==> src/stsfu_ram.sv <==
// Generic single write port, single read port RAM with registered read data.
`default_nettype none
module stsfu_ram #(
   parameter int WIDTH = 32,
   parameter int DEPTH = 16
) (
   input  wire logic                     clock,
   input  wire logic                     wr_en,
   input  wire logic [$clog2(DEPTH)-1:0] wr_addr,
   input  wire logic [WIDTH-1:0]         wr_data,
   input  wire logic [$clog2(DEPTH)-1:0] rd_addr,
   output logic      [WIDTH-1:0]         rd_data
);
   logic [WIDTH-1:0] mem_ff [DEPTH];

   always_ff @(posedge clock) begin
      if (wr_en) begin
         mem_ff[wr_addr] <= wr_data;
      end
      rd_data <= mem_ff[rd_addr];
   end
endmodule
`default_nettype wire

==> config.mk <==
export PLATFORM = sky130hd
export DESIGN_NAME = stsfu_ram
export DESIGN_NICKNAME = d
export VERILOG_FILES = /design/src/stsfu_ram.sv
export SDC_FILE = /design/constraint.sdc
export NUM_CORES = 1
export LEC_CHECK = 0
export BUFFER_PORTS_ARGS = -buffer_cell sky130_fd_sc_hd__buf_2
export CORE_AREA = 8 8 179 181
export CTS_BUF_LIST = sky130_fd_sc_hd__clkbuf_4
export DETAILED_ROUTE_END_ITERATION = 8
export DIE_AREA = 0 0 187 189
export GPL_ROUTABILITY_DRIVEN = 0
export PLACE_DENSITY = 0.95
export SLEW_MARGIN = 40
export SYNTH_ARGS = -nofsm -noshare
export SYNTH_HDL_FRONTEND = slang
export SYNTH_SLANG_ARGS = --single-unit
==> constraint.sdc <==
create_clock -name clock -period 8.7 [get_ports clock]
set_clock_uncertainty 0.2 [all_clocks]
set_input_delay 1.74 -clock clock [delete_from_list [all_inputs] [get_ports clock]]
set_output_delay 1.74 -clock clock [all_outputs]
set_load 0.005 [all_outputs]
* After elaboration in Yosys (flattened, before gate mapping)
Memory sizes are Yosys's and may differ from the RTL's. A register that Yosys moved wholly into a read port is not among the register bits.
Cells that the tools add are included.
Widths: inputs -> output; s select.
** Storage, ports and cells
- Word-level logic and storage cells :: 3
- RAM bits :: 512
- Output and inout port bits :: 32
- Bits in registers :: 0
- Memories :: 1
- Input port bits :: 42
** Memory list
- mem_ff :: words 16, width 32, read ports 1, clocked after memory_dff 1, wr ports 1, line 14 : logic [WIDTH-1:0] mem_ff [DEPTH];
** Cells by class
- Multiplexer cells :: 2
** Operators by type and width (count)
- $mux 1 :: 2

* Logic depth before layout (Yosys ltp)
Gate-level depths: netlist of the first run.
- Depth after elaboration :: 2
- Mapped depth :: 5
- Depth with buffers taken out :: 3

* Worst setup path after synthesis of the first run
No wires, ideal clock.
- Kind :: input port to flip-flop
- From :: input port wr_addr[2]
- To :: memory mem_ff[0][0], enable pin
- Path slack :: 3580 ps
- Library setup time :: 461 ps
- Path buffers :: 0
- Arrival time :: 4458 ps
- Required time :: 8039 ps
- Cell stages on the path :: 2
- Path through :: or3b_2 -> nor3_1
** RTL lines
- from (decl) :: line 9 : input wire logic [$clog2(DEPTH)-1:0] wr_addr,
- to (decl) :: line 14
No word-level cell before the write port.

==> results of run 1 <==
## sequential cells by signal (all words and copies together) (netlist names)
signal / count
rd_data: 32
mem_ff: 512
## per-stage QoR
stage,hold slack [ns],instance area [µm²],std cells
after floorplan,0.435,19900,838
after CTS,0.466,22600,1513
after global placement,0.444,20800,1279
after global routing,0.514,22600,1515
final,0.464,22600,1517
after detailed placement,0.455,20800,1281
## worst max-delay path by stage
| stage | startpoint | endpoint | cells past startpoint | slack, ns |
|---|---|---|---|---|
| after floorplan | wr_addr[2] | mem_ff[0][0] | 2 | 3.58 |
| after global placement | rd_addr[1] | rd_data[20] | 5 | 4.36 |
| after detailed placement | rd_addr[0] | rd_data[21] | 5 | 4.20 |
| after CTS | rd_addr[0] | rd_data[26] | 5 | 4.97 |
| after global routing | rd_addr[0] | rd_data[29] | 5 | 4.89 |
| final | rd_addr[0] | rd_data[29] | 5 | 5.05 |
## cells by family after synthesis
family                 synth area share
buffers and inverters            0.0112
muxes                             0.145
DFF                               0.807
AOI/OAI and AO/OA                0.0242
and+or+nand+nor                  0.0127
## power by group through the flow
| stage | sequential (mW) | clock [mW] | combinational [mW] |
|---|---|---|---|
| 6_report | 2.95 | 2.18 | 0.258 |
| 5_1_grt | 2.96 | 2.34 | 0.273 |
| 4_1_cts | 2.95 | 2.21 | 0.258 |
| 3_5_place_dp | 3.01 | 0 | 0.251 |
| 3_3_place_gp | 3.00 | 0 | 0.234 |
| 2_1_floorplan | 3.00 | 0 | 0.141 |
## layer usage
metal	share of wire	vias to the layer above	GRT usage
met4	0.039	2	0.141
met2	0.51	884	0.444
met3	0.12	140	0.0714
li1	-	4030	-
met1	0.34	5109	0.343
met5	0.00038	-	0
## area by class of cell
cell class / count / area [µm²]
clock buffers: 199 / 1490
flip-flops and latches: 544 / 16000
diodes: 4 / 10.0
fillers: 1381 / 6650
repair buffers: 96 / 594
clock inverters: 33 / 241
multi-input cells: 251 / 3750
well taps: 390 / 488
## placed cells by master, fill, tap and decap left out, types with 2 or more instances in the layout
master / instances
nand3b_1: 2
clkinv_1: 20
nor3_2: 4
nand2b_1: 2
buf_16: 2
clkbuf_4: 199
inv_2: 3
nor2b_4: 2
clkinvlp_4: 2
clkinv_2: 4
nor2_4: 13
dfxtp_1: 32
diode_2: 4
buf_2: 71
mux4_2: 128
buf_4: 21
edfxtp_1: 512
nand2_1: 33
a22oi_1: 64
bufinv_16: 4
## worst max-delay path: stages
cell	delay [ns]
buf_8	0.54
buf_4	0.70
mux4_2	0.62
a22oi_1	0.26
nand2_1	0.09
==> flow_summary_export.csv, run 1 <==
group,metric,value,unit
outcome,status,"finished clean",
power,p_leak,7.49,nW
sta,rsz0062_at_grt,"false",
clocking,cts_tree,"done",
critical_path,reg2reg_slack,7.05,ns
worst_hold_path,min_to,"rd_data[3]",
drt,ant_nets,0,
placement,place_hpwl,22.2,mm
synth,synth_seq_cells,544,
synth,synth_most_common_cell,"edfxtp_1",
floorplanning,row_count,63,
grt,grt.overflow.total,0,
grt,antenna_found_initial,5,
synth,yosysUniqueCellTypes,18,
critical_path,critPathKind,"in -> reg",
synth,synth_area_leaders,"edfxtp_1 (77%), mux4_2 (15%), dfxtp_1 (3.2%), a22oi_1 (2.4%), nand2_1 (0.62%)",
worst_hold_path,min_from,"mem_ff[14][3]",
synth,yosys_most_used_dff,"edfxtp_1",
sta,final.min_clock_period,3.65,ns
grt,grt_max_degree,72,
drt,drtIter0Drc,1467,
synth,synth_top_area_cell,"edfxtp_1",
sta,setup_violations,0,
synth,ys_seq_area_frac,0.807,
grt,grt_use_total,0.274,
synth,syn-num-nets,880,
critical_path,path_max_fanout,64,
clocking,clock_sinks,544,
placement,port_buffers,73,
floorplanning,die_h,189,µm
worst_hold_path,hp-class,"reg -> reg",
clocking,cts_htree_levels,4,
sta,setup_slack,5.05,ns
power,power_frac_clock,0.404,
cells_and_area,drive_gt1_frac,0.407,
drt,avgViaCountPerCell,6.70,
power,p_int,4.20,mW
critical_path,r2r_cells,3,
grt,grt_pass1_wl,69.8,mm
drt,drt_wl_total,47.6,mm
cells_and_area,final_nets,1067,
floorplanning,fp.coreArea,29200,µm²
sta,max_freq,274,MHz
synth,syn_area,19900,µm²
sta,drv_slew,0,
worst_hold_path,hold_path_depth,3,
synth,syn_avg_cell_area,23.7,µm²
power,power,5.39,mW
power,powerDensity,239,nW/µm²
floorplanning,ios,74,
synth,synth_edf_count,512,
sta,worst_pin_slew,0.871,ns
clocking,cts_resized,0,
critical_path,endpoint_kind,"register",
clocking,holdBufCountCts,0,
placement,pre_cts_slack,4.20,ns
critical_path,required,9.12,ns
power,ir_drop,117,µV
sta,finalHoldViolations,0,
clocking,cts_buffer_depth,3,
sta,setup-tns-final,0,ns
synth,synth_top_cell_area_share,0.774,
clocking,clkLatencyLatePin,0.77,ns
drt,firstDrtPassIters,5,
power,seqPwrFrac,0.548,
synth,synth_common_cells,"edfxtp_1 (512), mux4_2 (128), a22oi_1 (64), nand2_1 (33), dfxtp_1 (32)",
clocking,numCtsBuffers,132,
critical_path,critPathArrivalTime,4.07,ns
clocking,cts_root_buf,"clkbuf_4",
job,cap_violations,0,
power,power_frac_comb,0.048,
cells_and_area,syn2layout_area_growth,13.8,%
critical_path,r2r_end,"rd_data[12]",
synth,ys_async_sr_fraction,0,
power,p_sw_frac,0.221,
clocking,post_cts_buffers,0,
grt,grt_pass1_vias,11000,
drt,wire_per_inst,31.4,µm
critical_path,r2r-start,"mem_ff[3][12]",
drt,drc,0,
power,power.switching,1.19,mW
floorplanning,dieArea,35300,µm²
floorplanning,start_util,0.679,
floorplanning,die_x,187,µm
critical_path,start_kind,"input port",
drt,routed-via-count,10200,
sta,slew-limit-headroom,0.419,
synth,yosys_warnings,0,
cells_and_area,utilization,0.773,
sta,fin_crit_sh,0.420,
clocking,path_clk_slew,0.07,ns
synth,syn_inst,838,
Power figures use the tool's default switching activity.
==> run 2: changes to the inputs <==
CORE_AREA = 8 8 186 188   (was 8 8 179 181)
DIE_AREA = 0 0 194 196   (was 0 0 187 189)
PLACE_DENSITY = 0.91   (was 0.95)
clock period = 3.5 ns   (was 8.7 ns; I/O delays follow)
==> run 2 against run 1 <==
Design area grew 1.4%; combinational power grew to 2.5 times the previous value; sequential power grew 150%; power grew 150%; clock power grew 150%; critical path depth shrank 4; register-to-register slack lost 5.2 ns; clock-buffer cell count grew 3; final cell count grew 2.9%; setup slack lost 3.8 ns; largest power group unchanged.
==> flow_summary_export.csv, run 2 (synthesized netlist as in run 1, its figures left out) <==
group,metric,value,unit
worst_hold_path,hold_path_depth,1,
critical_path,path_buf_inv,1,
critical_path,critPathKind,"reg -> out",
power,powerDensity,583,nW/µm²
cells_and_area,final_nets,1090,
floorplanning,dieArea,38000,µm²
critical_path,cp_cell_sequence,"buf_2",
drt,highest_layer,"met4",
sta,setup_violations,0,
cells_and_area,multi_input_area,3780,µm²
cells_and_area,layout_common_cells,"edfxtp_1 (512), clkbuf_4 (202), mux4_2 (128), buf_2 (71), a22oi_1 (64)",
drt,ant_nets,0,
critical_path,reg2reg_slack,1.88,ns
critical_path,r2r_cells,3,
grt,antenna_found_initial,2,
sta,slew-limit-headroom,0.485,
critical_path,endpoint_kind,"output pin",
critical_path,critPathTopFamily,"flip-flops",
grt,grt_pass1_wl,65.2,mm
sta,setup-tns-final,0,ns
grt,grt.overflow.total,0,
floorplanning,die_x,194,µm
drt,avgViaCountPerCell,6.34,
cells_and_area,final_common_cell,"edfxtp_1",
clocking,cts_htree_levels,4,
drt,firstDrtPassIters,5,
drt,route.met2.wl,23.3,mm
critical_path,critPathArrivalTime,1.33,ns
worst_hold_path,hp-class,"in -> reg",
clocking,clkLatencyLatePin,0.83,ns
sta,drv_slew,0,
critical_path,path_max_fanout,1,
drt,drc,0,
placement,port_buffers,73,
sta,finalHoldViolations,0,
critical_path,cp-endpoint,"rd_data[30]",
cells_and_area,utilization,0.719,
cells_and_area,n_fill_cell,1812,
critical_path,startpoint,"rd_data[30]",
cells_and_area,reg.largest.list,"mem_ff (512), rd_data (32)",
power,p_leak,7.65,nW
drt,routed-via-count,9891,
critical_path,critPathSlowestCell,"dfxtp_1",
clocking,post_cts_buffers,0,
clocking,clock_sinks,544,
sta,rsz0062_at_grt,"false",
sta,final.min_clock_period,2.23,ns
cells_and_area,syn2layout_area_growth,15.4,%
cells_and_area,largest_register,"mem_ff",
clocking,numCtsBuffers,133,
outcome,status,"finished clean",
job,cap_violations,0,
drt,dr_wl_met3,3.89,mm
sta,worst_pin_slew,0.770,ns
critical_path,required,2.60,ns
critical_path,cp_slowest_stage_delay,0.40,ns
grt,grt_pass1_vias,10800,
critical_path,r2r_end,"rd_data[0]",
drt,met1_length,14.8,mm
drt,wire_per_inst,27.7,µm
grt,grt_use_total,0.233,
clocking,cts_root_buf,"clkbuf_4",
drt,drtIter0Drc,1023,
sta,max_freq,449,MHz
floorplanning,row_count,66,
floorplanning,start_util,0.623,
floorplanning,fp.coreArea,31900,µm²
clocking,path_clk_slew,0.07,ns
grt,grt_max_degree,39,
clocking,cts_tree,"done",
placement,place_hpwl,24.8,mm
sta,fin_crit_sh,0.637,
critical_path,r2r-start,"mem_ff[1][0]",
power,power,13.4,mW
cells_and_area,seqCellArea,16000,µm²
floorplanning,die_h,196,µm
floorplanning,ios,74,
critical_path,start_kind,"register",
cells_and_area,largest_reg_flops,512,
power,ir_drop,387,µV
cells_and_area,drive_gt1_frac,0.420,
drt,drt_wl_total,43.3,mm
clocking,cts_buffer_depth,3,
critical_path,cp.depth,1,
-- run 2: changes by cell type in the layout (fill, tap and decap cells not counted), sizes merged --
cell,before,now
inv,3,5
buf,96,112
diode,4,2
bufinv,4,3
clkinv,24,26
dlygate4sd3,0,5
clkbuf,199,203
-- run 2: final cells by class --
| cell class | instances | area share |
|---|---|---|
| repair buffers | 118 | 0.0361 |
| well taps | 408 | 0.0223 |
| clock inverters | 36 | 0.0114 |
| clock buffers | 202 | 0.0662 |
| multi-input cells | 251 | 0.165 |
| diodes | 2 | 0.000218 |
| flip-flops and latches | 544 | 0.699 |
-- run 2: how the worst min path moves through the flow --
stage	endpoint	from	slack [ns]
2_1_floorplan	rd_data[0]	mem_ff[14][0]	0.43
3_3_place_gp	rd_data[18]	mem_ff[12][18]	0.45
3_5_place_dp	rd_data[15]	mem_ff[12][15]	0.47
4_1_cts	mem_ff[7][28]	wr_data[28]	0.0004
5_1_grt	mem_ff[0][3]	wr_data[3]	0.002
6_report	mem_ff[5][15]	wr_data[15]	0.05
-- run 2: routing by layer --
metal,GRT usage,vias to the layer above
met2,0.404,617
met1,0.275,5092
met3,0.0576,94
met5,0,-
li1,-,4088
met4,0.108,0
-- run 2: what timing repair did --
item,4_1_cts,5_1_grt
hold endpoints to repair,7,20
gates resized for setup,0,0
hold buffers,2,3
-- run 2: through the flow --
step | instances | worst slack (ns) | instance area, µm² | hold slack, ns
floorplan | 838 | 0.292 | 19900 | 0.435
global placement | 1316 | 0.750 | 21100 | 0.445
detailed placement | 1316 | 0.707 | 21100 | 0.468
CTS | 1556 | 1.18 | 22900 | 0.000358
global route | 1561 | 1.15 | 22900 | 0.00164
finish | 1561 | 1.27 | 22900 | 0.0525
-- run 2: report_power, final --
group	internal, mW	switching [mW]
Combinational	0.274	0.374
Clock	2.88	2.48
Sequential	7.28	0.0566
Total	10.4	2.91
